[src/design/pqsi_pkg.sv]
// Package for the sorted priority queue: transaction types, field widths,
// command and status codes, and default sizes. Depends on nothing.
package pqsi_pkg;

  localparam int DEFAULT_QUEUE_DEPTH = 16;
  localparam int MAX_PRIORITY        = 5;

  localparam int VALUE_W  = 32;
  localparam int PRI_W    = 3;
  localparam int COUNT_W  = 5;
  localparam int STATUS_W = 2;

  localparam logic CMD_ENQUEUE = 1'b0;
  localparam logic CMD_DEQUEUE = 1'b1;

  localparam logic [STATUS_W-1:0] STATUS_DONE  = 2'd0;
  localparam logic [STATUS_W-1:0] STATUS_EMPTY = 2'd1;
  localparam logic [STATUS_W-1:0] STATUS_FULL  = 2'd2;

  typedef struct packed {
    logic                      command;
    logic signed [VALUE_W-1:0] value;
    logic [PRI_W-1:0]          priority_req;
  } in_item_t;

  typedef struct packed {
    logic [STATUS_W-1:0]       status;
    logic signed [VALUE_W-1:0] out_value;
    logic [PRI_W-1:0]          out_priority;
    logic [COUNT_W-1:0]        entry_count;
  } out_item_t;

  // One stored queue entry.
  typedef struct packed {
    logic [PRI_W-1:0]          priority_lvl;
    logic signed [VALUE_W-1:0] value;
  } entry_t;

endpackage

[src/design/priority_queue_sorted_insert.sv]
// Sorted priority queue: a circular entry RAM walked by a small sequencer.
// Enqueue: a walk from the tail (S_SCAN) moves each entry of lower priority back one slot,
// with a further S_PLACE step when the walk reaches the head; the result leaves in S_FINISH.
// Dequeue reads the head (S_DQ_WAIT) before S_FINISH; full or empty rejections go straight
// to S_FINISH. The next transaction is taken only after the result is presented.
// Reset (rst_n low, synchronous) empties the queue; the entry RAM itself is not cleared.
module priority_queue_sorted_insert import pqsi_pkg::*; #(
  parameter int QUEUE_DEPTH = DEFAULT_QUEUE_DEPTH
) (
  input  logic      clk,
  input  logic      rst_n,
  input  logic      in_valid,
  output logic      in_stall,
  input  in_item_t  in_data,
  output logic      out_valid,
  input  logic      out_stall,
  output out_item_t out_data
);

  localparam int ADDR_W  = $clog2(QUEUE_DEPTH);
  localparam int CNT_W   = $clog2(QUEUE_DEPTH + 1);
  localparam int ENTRY_W = $bits(entry_t);

  localparam logic [ADDR_W:0]   DEPTH_EXT = (ADDR_W + 1)'(QUEUE_DEPTH);
  localparam logic [ADDR_W-1:0] LAST_ADDR = ADDR_W'(QUEUE_DEPTH - 1);
  localparam logic [CNT_W-1:0]  DEPTH_CNT = CNT_W'(QUEUE_DEPTH);

  typedef enum logic [4:0] {
    S_IDLE    = 5'b00001,
    S_SCAN    = 5'b00010,
    S_PLACE   = 5'b00100,
    S_DQ_WAIT = 5'b01000,
    S_FINISH  = 5'b10000
  } state_t;

  // Physical slot of a logical position: the queue is a ring that starts at the head.
  function automatic logic [ADDR_W-1:0] wrap_add(input logic [ADDR_W-1:0] base,
                                                 input logic [ADDR_W-1:0] off);
    logic [ADDR_W:0] sum;
    sum = {1'b0, base} + {1'b0, off};
    if (sum >= DEPTH_EXT) begin
      sum = sum - DEPTH_EXT;
    end
    return sum[ADDR_W-1:0];
  endfunction

  function automatic logic [ADDR_W-1:0] wrap_dec(input logic [ADDR_W-1:0] p);
    return (p == '0) ? LAST_ADDR : ADDR_W'(p - 1'b1);
  endfunction

  function automatic logic [ADDR_W-1:0] wrap_inc(input logic [ADDR_W-1:0] p);
    return (p == LAST_ADDR) ? '0 : ADDR_W'(p + 1'b1);
  endfunction

  // A priority of zero is stored as one, and anything above the top level as the top level.
  function automatic logic [PRI_W-1:0] clamp_priority(input logic [PRI_W-1:0] raw);
    logic [PRI_W-1:0] p;
    p = raw;
    if (p == '0) begin
      p = PRI_W'(1);
    end
    if (int'(p) > MAX_PRIORITY) begin
      p = PRI_W'(MAX_PRIORITY);
    end
    return p;
  endfunction

  state_t            state_r, state_nxt;
  logic [CNT_W-1:0]  occ_r, occ_nxt;
  logic [ADDR_W-1:0] head_r, head_nxt;
  logic [ADDR_W-1:0] rd_ptr_r, rd_ptr_nxt;
  logic [ADDR_W-1:0] wr_ptr_r, wr_ptr_nxt;
  logic [ADDR_W-1:0] left_r, left_nxt;
  entry_t            new_r, new_nxt;
  out_item_t         res_r, res_nxt;
  logic              out_valid_r, out_valid_nxt;
  out_item_t         out_data_r, out_data_nxt;

  logic               ram_we;
  logic [ADDR_W-1:0]  ram_waddr;
  logic [ENTRY_W-1:0] ram_wdata;
  logic [ADDR_W-1:0]  ram_raddr;
  logic [ENTRY_W-1:0] ram_rdata;
  entry_t             rd_entry;

  logic              in_acc;
  logic              q_full;
  logic              q_empty;
  logic [ADDR_W-1:0] occ_addr;
  logic [ADDR_W-1:0] tail_addr;
  logic [ADDR_W-1:0] slot_addr;
  logic [PRI_W-1:0]  in_pri;

  pqsi_ram #(
    .WIDTH (ENTRY_W),
    .DEPTH (QUEUE_DEPTH)
  ) u_entries (
    .clk   (clk),
    .we    (ram_we),
    .waddr (ram_waddr),
    .wdata (ram_wdata),
    .raddr (ram_raddr),
    .rdata (ram_rdata)
  );

  assign rd_entry = entry_t'(ram_rdata);

  // A new transaction is taken only while the sequencer is idle. The output register
  // decouples the result side, so a waiting result does not hold off the next input.
  assign in_stall = (state_r != S_IDLE);
  assign in_acc   = in_valid && (state_r == S_IDLE);

  assign q_full    = (occ_r == DEPTH_CNT);
  assign q_empty   = (occ_r == '0);
  // Only used when the queue is not full, so the occupancy fits an address.
  assign occ_addr  = ADDR_W'(occ_r);
  assign tail_addr = wrap_add(head_r, ADDR_W'(occ_addr - 1'b1));
  assign slot_addr = wrap_add(head_r, occ_addr);
  assign in_pri    = clamp_priority(in_data.priority_req);

  // The enqueue walk starts at the tail and moves toward the head. Each cycle the entry
  // read in the previous cycle is compared with the new priority: if it is lower, the
  // entry moves back one slot and the next one up is read; otherwise the new entry lands
  // in the freed slot behind it. Equal priorities therefore keep arrival order.
  always_comb begin
    state_nxt     = state_r;
    occ_nxt       = occ_r;
    head_nxt      = head_r;
    rd_ptr_nxt    = rd_ptr_r;
    wr_ptr_nxt    = wr_ptr_r;
    left_nxt      = left_r;
    new_nxt       = new_r;
    res_nxt       = res_r;
    out_valid_nxt = out_valid_r;
    out_data_nxt  = out_data_r;
    ram_we        = 1'b0;
    ram_waddr     = wr_ptr_r;
    ram_wdata     = ENTRY_W'(new_r);
    ram_raddr     = rd_ptr_r;

    if (out_valid_r && !out_stall) begin
      out_valid_nxt = 1'b0;
    end

    unique case (state_r)
      S_IDLE: begin
        if (in_acc) begin
          res_nxt.out_value = '0;
          if (in_data.command == CMD_ENQUEUE) begin
            if (q_full) begin
              res_nxt.status       = STATUS_FULL;
              res_nxt.out_priority = '0;
              res_nxt.entry_count  = COUNT_W'(occ_r);
              state_nxt            = S_FINISH;
            end else begin
              new_nxt.priority_lvl = in_pri;
              new_nxt.value        = in_data.value;
              occ_nxt              = CNT_W'(occ_r + 1'b1);
              res_nxt.status       = STATUS_DONE;
              res_nxt.out_priority = in_pri;
              res_nxt.entry_count  = COUNT_W'(occ_r + 1'b1);
              if (q_empty) begin
                // Nothing to walk past: the entry goes straight to the head slot.
                ram_we    = 1'b1;
                ram_waddr = slot_addr;
                ram_wdata = ENTRY_W'({in_pri, in_data.value});
                state_nxt = S_FINISH;
              end else begin
                ram_raddr  = tail_addr;
                rd_ptr_nxt = tail_addr;
                wr_ptr_nxt = slot_addr;
                left_nxt   = ADDR_W'(occ_addr - 1'b1);
                state_nxt  = S_SCAN;
              end
            end
          end else begin
            if (q_empty) begin
              res_nxt.status       = STATUS_EMPTY;
              res_nxt.out_priority = '0;
              res_nxt.entry_count  = '0;
              state_nxt            = S_FINISH;
            end else begin
              ram_raddr = head_r;
              head_nxt  = wrap_inc(head_r);
              occ_nxt   = CNT_W'(occ_r - 1'b1);
              state_nxt = S_DQ_WAIT;
            end
          end
        end
      end
      S_SCAN: begin
        ram_we    = 1'b1;
        ram_waddr = wr_ptr_r;
        if (rd_entry.priority_lvl < new_r.priority_lvl) begin
          ram_wdata  = ram_rdata;
          wr_ptr_nxt = rd_ptr_r;
          if (left_r == '0) begin
            state_nxt = S_PLACE;
          end else begin
            ram_raddr  = wrap_dec(rd_ptr_r);
            rd_ptr_nxt = wrap_dec(rd_ptr_r);
            left_nxt   = ADDR_W'(left_r - 1'b1);
          end
        end else begin
          ram_wdata = ENTRY_W'(new_r);
          state_nxt = S_FINISH;
        end
      end
      S_PLACE: begin
        // Every held entry had lower priority: the new one becomes the head.
        ram_we    = 1'b1;
        ram_waddr = wr_ptr_r;
        ram_wdata = ENTRY_W'(new_r);
        state_nxt = S_FINISH;
      end
      S_DQ_WAIT: begin
        res_nxt.status       = STATUS_DONE;
        res_nxt.out_value    = rd_entry.value;
        res_nxt.out_priority = rd_entry.priority_lvl;
        res_nxt.entry_count  = COUNT_W'(occ_r);
        state_nxt            = S_FINISH;
      end
      S_FINISH: begin
        if (!out_valid_r || !out_stall) begin
          out_valid_nxt = 1'b1;
          out_data_nxt  = res_r;
          state_nxt     = S_IDLE;
        end
      end
      default: begin
        state_nxt = S_IDLE;
      end
    endcase
  end

  always_ff @(posedge clk) begin
    if (!rst_n) begin
      state_r     <= S_IDLE;
      occ_r       <= '0;
      head_r      <= '0;
      out_valid_r <= 1'b0;
    end else begin
      state_r     <= state_nxt;
      occ_r       <= occ_nxt;
      head_r      <= head_nxt;
      out_valid_r <= out_valid_nxt;
    end
  end

  always_ff @(posedge clk) begin
    rd_ptr_r   <= rd_ptr_nxt;
    wr_ptr_r   <= wr_ptr_nxt;
    left_r     <= left_nxt;
    new_r      <= new_nxt;
    res_r      <= res_nxt;
    out_data_r <= out_data_nxt;
  end

  assign out_valid = out_valid_r;
  assign out_data  = out_data_r;

  // The queue never holds more entries than it has slots.
  a_occ_bound: assert property (@(posedge clk) disable iff (!rst_n)
    occ_r <= DEPTH_CNT)
    else $error("occupancy above queue depth");

  // A full rejection always reports a full queue.
  a_full_count: assert property (@(posedge clk) disable iff (!rst_n)
    out_valid && (out_data.status == STATUS_FULL) |->
      out_data.entry_count == COUNT_W'(QUEUE_DEPTH))
    else $error("full status with wrong entry count");

  // A dequeue from a non-empty queue removes exactly one entry.
  a_deq_count: assert property (@(posedge clk) disable iff (!rst_n)
    in_valid && !in_stall && (in_data.command == CMD_DEQUEUE) && (occ_r != '0) |=>
      occ_r == CNT_W'($past(occ_r) - 1'b1))
    else $error("dequeue did not decrement occupancy");

endmodule

[src/design/pqsi_ram.sv]
// Generic single-write, single-read RAM with a registered read port.
// Depends on nothing; used for the entry store of the priority queue.
module pqsi_ram #(
  parameter int WIDTH = 8,
  parameter int DEPTH = 16
) (
  input  logic                     clk,
  input  logic                     we,
  input  logic [$clog2(DEPTH)-1:0] waddr,
  input  logic [WIDTH-1:0]         wdata,
  input  logic [$clog2(DEPTH)-1:0] raddr,
  output logic [WIDTH-1:0]         rdata
);

  logic [WIDTH-1:0] mem [DEPTH];
  logic [WIDTH-1:0] rdata_r;

  always_ff @(posedge clk) begin
    if (we) begin
      mem[waddr] <= wdata;
    end
    rdata_r <= mem[raddr];
  end

  assign rdata = rdata_r;

endmodule

[config.mk]
export PLATFORM = sky130hd
export DESIGN_NAME = priority_queue_sorted_insert
export DESIGN_NICKNAME = d
export VERILOG_FILES = /design/src/design/pqsi_pkg.sv /design/src/design/priority_queue_sorted_insert.sv /design/src/design/pqsi_ram.sv
export SDC_FILE = /design/constraint.sdc
export NUM_CORES = 1
export LEC_CHECK = 0
export ABC_AREA = 1
export BUFFER_PORTS_ARGS = -buffer_cell sky130_fd_sc_hd__clkbuf_2
export CORE_ASPECT_RATIO = 0.8
export CORE_MARGIN = 2
export CORE_UTILIZATION = 25
export DETAILED_ROUTE_END_ITERATION = 8
export PLACE_DENSITY_LB_ADDON = 0.08
export SLEW_MARGIN = 20
export SYNTH_ARGS = -nofsm -noshare
export SYNTH_HDL_FRONTEND = slang
export SYNTH_HIERARCHICAL = 1
export SYNTH_SLANG_ARGS = --single-unit
[constraint.sdc]
create_clock -name clk -period 11.1 [get_ports clk]
set_clock_uncertainty 0.15 [all_clocks]
set_input_delay 1.11 -clock clk [delete_from_list [all_inputs] [get_ports clk]]
set_output_delay 1.11 -clock clk [all_outputs]
set_load 0.01 [all_outputs]
# After elaboration in Yosys (flattened, before gate mapping)
# Memories as Yosys holds them, arrays and structs flattened. A register that Yosys moved wholly into a read port is not among the register bits.
# Cells that the tools add are included.
# op_classes
add_sub_neg,10
mul,0
div,0
order_cmp,4
n_eq_ne,19
n_shift,0
n_mux,71
n_bitwise,3
n_reduce_logical,23
# op_table
op,count
$mux W35,5
$mux W4,29
$pmux W42 S2,1
$pmux W35 S2,1
$mux W5,11
$mux W42,1
$pmux W4 S2,4
$mux W8,3
$pmux W5 S4,1
$sub A4 B1 Y4 const B,5
$ne A2 B2 Y1 const B,9
$reduce_and A4 Y1,3
$add A4 B4 Y5,2
$eq A5 B5 Y1 const B,2
$ge A5 B5 Y1 const B,2
$mux W1,9
$reduce_and A3 Y1,3
$logic_not A4 Y1,2
$reduce_and A7 Y1,1
$mux W2,3
$mux W3,2
$ne A3 B3 Y1 const B,2
$reduce_and A6 Y1,1
$add A5 B1 Y5 const B,1
20 further kinds,27
# word_totals
regBits,146
latch_bits,0
mem_bits_rw,560
romBits,0
in_bits,40
elab_cells,148
memories,1
# mem_list
name,words,word_bits,read_ports,rd_ports_with_merged_regs,wr,line_no,text
u_entries.mem,16,35,1,1,1,pqsi_ram.sv:15,logic [WIDTH-1:0] mem [DEPTH];

# Longest topological paths before layout
# Gate-level depths: netlist of run 1.
# logic_depth
word_depth,9
depth_mapped,20
ltp_nobuf,18

# Cells and area by module
# The synthesis of run 1 kept the hierarchy.
# modules_own_cells
module,instances,cells_per_inst,area_per_inst_um2,seq_area_each_um2
pqsi_ram,1,2315,24606.1,17516.8
priority_queue_sorted_insert,1,653,6891.6,4234.1

# Least setup slack after synthesis of run 1
# OpenSTA, ideal clock, no wires.
# synth_timing
path_type,input to register
from,input in_valid
to,"register res_r[0] (netlist name), enable pin"
setup_ns,0.339
arrival_ns,4.223
required_ns,10.611
slack_ns,6.388
path_stages,4
path_buffers,0
path_cell_list,inv_1 -> o21ai_0 -> o21ai_0 -> inv_1
# synth_via
elab_chain_len,3
# synth_rtl
element,line_no,text
start: declaration,priority_queue_sorted_insert.sv:12,"input logic in_valid,"
$logic_and A1 B1 Y1,priority_queue_sorted_insert.sv:111,assign in_acc = in_valid && (state_r == S_IDLE);
$ne A2 B2 Y1 (no source line),n/a,
$reduce_and A3 Y1 (no source line),n/a,
end signal: assignment,priority_queue_sorted_insert.sv:255,res_r <= res_nxt;
end: declaration,priority_queue_sorted_insert.sv:75,"out_item_t res_r, res_nxt;"
# Every way passes these cells.
# A chain may end at the register's enable or synchronous reset.

# Final worst setup path of run 1
# layout_timing
from,"register u_entries.rdata_r[34], in the netlist u_entries/rdata[34], read port of u_entries.mem"
to,"register u_entries.rdata_r[2], in the netlist u_entries/rdata[2], read port of u_entries.mem"
# layout_via
elab_chain_len,3
# layout_rtl
element,line_no,text
start: declaration,pqsi_ram.sv:16,logic [WIDTH-1:0] rdata_r;
$lt A3 B3 Y1,priority_queue_sorted_insert.sv:194,if (rd_entry.priority_lvl < new_r.priority_lvl) begin
$mux W4,n/a,
$pmux W4 S2,priority_queue_sorted_insert.sv:145,unique case (state_r)
net ram_raddr[0],priority_queue_sorted_insert.sv:82,logic [ADDR_W-1:0] ram_raddr;
# The timed path passes the listed nets, and every way through them passes these cells.

==> results of run 1 <==
[worst paths after layout]
| check | from | end | slack (ns) | cells past startpoint |
|---|---|---|---|---|
| setup / recovery | u_entries/rdata[34] | u_entries/rdata[2] | 5.87 | 14 |
| hold / removal | res_r[17] | out_data[17] | 0.26 | 0 |
| setup reg to reg | u_entries/rdata[34] | u_entries/rdata[2] | 5.87 | 14 |
| hold reg to reg | res_r[17] | out_data[17] | 0.26 | 0 |
[registers in the layout (all words and copies together) (netlist names)]
register / cells
occ_r: 5
res_r: 42
head_r: 4
rd_ptr_r: 4
out_data: 42
u_entries/mem: 560
out_valid: 1
state_r: 5
left_r: 4
wr_ptr_r: 4
u_entries/rdata: 35
new_r: 35
[stage by stage]
stage                     hold slack [ns]  area [um2]  util, %  std cells
after detailed placement            0.255       34000     27.2       4636
after floorplan                     0.250       31500        -       2968
after global routing                0.274       36700     29.3       4792
after CTS                           0.269       36700     29.3       4792
after global placement              0.251       34000     27.2       4633
final                               0.265       36700     29.3       4792
[cell families (layout without fill, tap and decap cells)]
family | after synthesis | in the layout | synth area share (%)
xor+xnor | 11 | 11 | 0.306
fa+ha+maj | 17 | 17 | 0.723
flops | 741 | 741 | 69.1
simple gates | 1441 | 1441 | 19.5
mux | 1 | 1 | 0.0318
compound gates | 106 | 106 | 2.08
buf+inv | 651 | 823 | 8.29
[cell usage in the layout (no fill, tap or decap), types with 27 or more instances in the layout]
cell,instances
inv_1,500
clkinv_1,27
dfxtp_1,50
clkbuf_16,88
clkbuf_2,83
nor2_1,55
o21ai_0,30
nand2_1,882
o211ai_1,36
buf_4,68
edfxtp_1,691
nand3_1,454
[per-layer routing]
layer	vias to the layer above	part of all wire, %	routed length (um)	track usage [%]
li1	9929	-	-	-
met1	10300	47	46900	21.0
met2	341	46	45800	25.0
met3	118	4.0	3910	2.73
met4	2	2.2	2160	3.72
met5	-	0.013	13	0
[layout make-up]
type | instances | share of cell area (%)
flip-flops and latches | 741 | 59.3
multi-input cells | 1576 | 20.0
clock buffers | 107 | 6.25
well taps | 1652 | 5.63
inverters | 514 | 5.29
repair buffers | 153 | 2.63
clock inverters | 49 | 0.945
[worst max-delay path: stages, from the launching register on]
cell	delay [ns]
dfxtp_1	0.50
ha_1	0.31
a21oi_1	0.21
nand2_1	0.19
nor2_1	0.28
nor3_1	0.08
nor2_1	0.23
nand3_4	0.71
inv_8	0.79
buf_12	0.72
nand2_1	0.14
nand3_1	0.12
nand3_1	0.10
nand3_1	0.16
nand2_1	0.09
==> metrics.yaml, run 1 <==
outcome:
  status: "finished, final reports clean"
drt:
  drt_iter0_markers: 1381
  wl_per_cell_um: 20.6
  wirelength_um: 98700
  avgViaCountPerCell: 4.32
  num_vias: 20700
  ant_nets: 0
  drc: 0
  first_pass_iters: 7
floorplan:
  fp.coreArea_um2: 125000
  ios: 84
  dieArea_um2: 129000
  die_height_um: 321
  fp-row-count: 116
  die_x_um: 401
  start_util_pct: 25.2
cts:
  clockRootBuffer: "clkbuf_16"
  hold_buffers: 0
  post_cts_resized: 0
  htree_levels: 3
  cts_tree: "done"
  post-cts-setup-buffer-count: 0
  clk_path_buf_depth: 3
  clkLatencyLatePin_ns: 0.68
  cts.sink_count: 741
  cts_buffers: 86
  path_clk_slew_ns: 0.06
logic_synthesis:
  synth.area.top_cells: "edfxtp_1 66%, nand2_1 11%, nand3_1 7.3%"
  avgSynthCellArea_um2: 10.6
  ys_warn_count: 6
  postSynthCellCount: 2968
  yosysTopAreaCellShare_pct: 65.9
  synth_edf_count: 691
  async_reset_ff_share_pct: 0
  ys_seq_elements: 741
  synth.most_common_cell: "nand2_1"
  ys_seq_area_share_pct: 69.1
  yosys.cell_types.count: 42
  synth_common_cells: "882 x nand2_1, 691 x edfxtp_1, 501 x inv_1"
  synth_ff_type: "edfxtp_1"
  syn-num-nets: 3025
  synth_top_cell_by_area: "edfxtp_1"
  syn_area_um2: 31500
placed_design:
  port_buffers: 83
  pre_cts_ws_ns: 5.57
  gp_congestion: 0.807
  hpwl_um: 54500
worst_setup_path:
  cp-start-kind: "flop"
  path_max_fanout: 200
  critPathKind: "reg2reg"
  required_ns: 11.50
  cp.arrival_ns: 5.63
  worstSetupEndpointType: "flop"
sta:
  tns_ns: 0
  setup_viol: 0
  slew_headroom_pct: 23.5
  min_period_over_period_pct: 47.1
  slew_violations: 0
  rsz0062_at_grt: "no"
  finalCriticalPeriod_ns: 5.23
  fmax_ghz: 0.191
  tightest_slew_ns: 1.15
  fin_ws_ns: 5.87
  finalHoldViolCount: 0
cells_and_area:
  drive_gt1_share_pct: 10.2
  multi_input_area_um2: 7330
  area.growth.synth_to_final_pct: 16.5
  fin_nets: 3129
  nFillCells: 12900
  area.sequential_um2: 21800
  n_antenna_cell: 0
worst_hold_path:
  min_path_type: "reg2reg"
run:
  maxCapViolCount: 0
global_routing:
  grt_usage_pct: 15.3
  grt_max_degree: 201
  grt-ovfl-total: 0
  grt_pass1_wl_um: 145000
  grt_pass1_vias: 20900
  antenna_found_initial: 2
Power of run 1 is not shown: default switching activity piles up to over one toggle a cycle in this logic, so the estimate is an artifact.
==> run 2, diff against run 1 <==
clock period = 4.2 ns   (was 11.1 ns; I/O delays follow)
==> run 2 against run 1 <==
Design area up 3.5%. First-iteration DRC count rose by 0.80%. Critical endpoint is now u_entries/rdata[34]. Utilization is 1.0 points higher. Flip-flop and latch count did not move. Non-clock buffer count grew 79.
==> metrics.yaml, run 2 (synthesized netlist as in run 1, its figures left out) <==
worst_setup_path:
  cp-start-kind: "flop"
  reg2reg_to: "u_entries/rdata[34]"
  required_ns: 4.65  # -6.85 ns
  crit_path_cell_trace: "inv_1, ha_1, xnor2_1, inv_1, ha_1, nand2_1, nand2_1, nor2_1, nand3_1, nand2_1, nand2_1, nand2_1, nand2_1, nand2_1, nand3_2, inv_2, buf_4, nand3_1, nand2_1"
  critPathKind: "reg2reg"
  worstSetupEndpointType: "flop"
  cpPeakStageDelay_ns: 0.45  # -0.34 ns
  slowest_stage: "dfxtp_1"
  worstRegToRegCells: 19  # +5
  cp.arrival_ns: 4.11  # -1.52 ns
  path_max_fanout: 17  # -92%
  r2r_start: "occ_r[0]"
  r2r_slack_ns: 0.55  # -5.32 ns
  critical_path.most_common_cell: "nand2_1"
sta:
  min_period_over_period_pct: 87.0  # +40 points
  slew_violations: 0  # unchanged
  setup_viol: 0  # unchanged
  rsz0062_at_grt: "no"
  slew_headroom_pct: 42.5  # +19 points
  finalHoldViolCount: 0  # unchanged
  tns_ns: 0  # unchanged
  fmax_ghz: 0.274  # +43%
  tightest_slew_ns: 0.861  # -0.287 ns
  finalCriticalPeriod_ns: 3.65  # -1.58 ns
run:
  maxCapViolCount: 0  # unchanged
floorplan:
  fp-row-count: 116  # unchanged
  start_util_pct: 25.2  # unchanged
  die_height_um: 321  # unchanged
  fp.coreArea_um2: 125000  # unchanged
  dieArea_um2: 129000  # unchanged
  die_x_um: 401  # unchanged
  ios: 84  # unchanged
global_routing:
  grt_pass1_vias: 21000  # +0.30%
  grt_max_degree: 94  # -53%
  grt-ovfl-total: 0  # unchanged
  grt_pass1_wl_um: 145000  # -0.12%
  antenna_found_initial: 1  # -1
  grt_usage_pct: 15.4  # +0.056 points
worst_hold_path:
  hold_path_depth: 4  # +4
  min-delay-start: "in_valid"
  min_path_type: "in2reg"
  min_to: "state_r[0]"
cells_and_area:
  drive_gt1_share_pct: 11.5  # +1.4 points
  final_cells: 4875  # +1.7%
  final_common_cell: "nand2_1"
  final_cell_mix: "882 x nand2_1, 691 x edfxtp_1, 501 x inv_1"
  fin_nets: 3209  # +2.6%
  largest_reg_flops: 560  # unchanged
  area.growth.synth_to_final_pct: 20.6
  largest_register: "u_entries/mem"
cts:
  cts.sink_count: 741  # unchanged
  post_cts_resized: 0  # unchanged
  htree_levels: 3  # unchanged
  clk_path_buf_depth: 3  # unchanged
  clockRootBuffer: "clkbuf_16"
  cts_tree: "done"
  clkLatencyLatePin_ns: 0.67  # about the same
  path_clk_slew_ns: 0.06  # about the same
  cts_buffers: 87  # +1.2%
placed_design:
  gp_congestion: 0.795  # -1.5%
  dpl.cell_count: 4677  # +0.88%
  hpwl_um: 55200  # +1.3%
  port_buffers: 83  # unchanged
drt:
  wl_per_cell_um: 20.2  # -1.9%
  first_pass_iters: 5  # -2
  wirelength_um: 98600  # -0.16%
  drt_iter0_markers: 1392  # +0.80%
  ant_nets: 0  # unchanged
  drc: 0  # unchanged
  num_vias: 21100  # +1.7%
  avgViaCountPerCell: 4.32  # about the same
outcome:
  status: "finished, final reports clean"
[run 2: layer usage]
metal	up-vias	routed length [um]	track usage [%]
met2	384	44900	24.7
li1	10100	-	-
met3	160	3130	2.31
met1	10400	47500	21.3
met5	-	0	0
met4	0	3000	4.80
[run 2: critical path: cells and delay by family (launching register included)]
kind / cells / cell delay, ns
and+or+nand+nor: 12 / 1.34
buffers and inverters: 4 / 0.84
adders and majority gates: 2 / 0.61
DFF: 1 / 0.45
xor gates and xnor gates: 1 / 0.18
[run 2: final cells by class]
| class | count | area, um2 |
|---|---|---|
| antenna | 1 | 2.50 |
| clock buffer | 111 | 2310 |
| clock inverter | 48 | 526 |
| fill | 12900 | 87100 |
| inverter | 514 | 1940 |
| multi-input combinational | 1576 | 7330 |
| sequential | 741 | 21800 |
| tap | 1652 | 2070 |
| timing repair buffer | 232 | 2050 |
[run 2: what timing repair did]
| action | CTS | global route |
|---|---|---|
| buffers inserted | 0 | 0 |
| setup endpoints to repair | 0 | 0 |
| hold buffers | 38 | 0 |
| endpoints found under the hold margin | 43 | 0 |
[run 2: per-stage QoR]
step | setup WS [ns] | area, um2 | util (%) | hold WS [ns]
finish | 0.547 | 38000 | 30.4 | 0.0720
global route | 0.241 | 38000 | 30.3 | 0.0492
CTS | 0.481 | 38000 | 30.3 | 0.0110
detailed placement | 0.494 | 34800 | 27.8 | 0.255
global placement | 0.542 | 34800 | 27.8 | 0.251
floorplan | 0.0123 | 31500 | - | 0.250
[run 2: how the worst max path moves through the flow]
stage | from | cells after the start | to
6_report | occ_r[0] | 19 | u_entries/rdata[34]
4_1_cts | occ_r[0] | 19 | u_entries/rdata[9]
2_1_floorplan | state_r[2] | 5 | res_r[0]
5_1_grt | occ_r[0] | 19 | u_entries/rdata[34]
3_3_place_gp | occ_r[0] | 19 | u_entries/rdata[34]
3_5_place_dp | occ_r[0] | 19 | u_entries/rdata[34]
Power of run 2 is left out for the same reason.
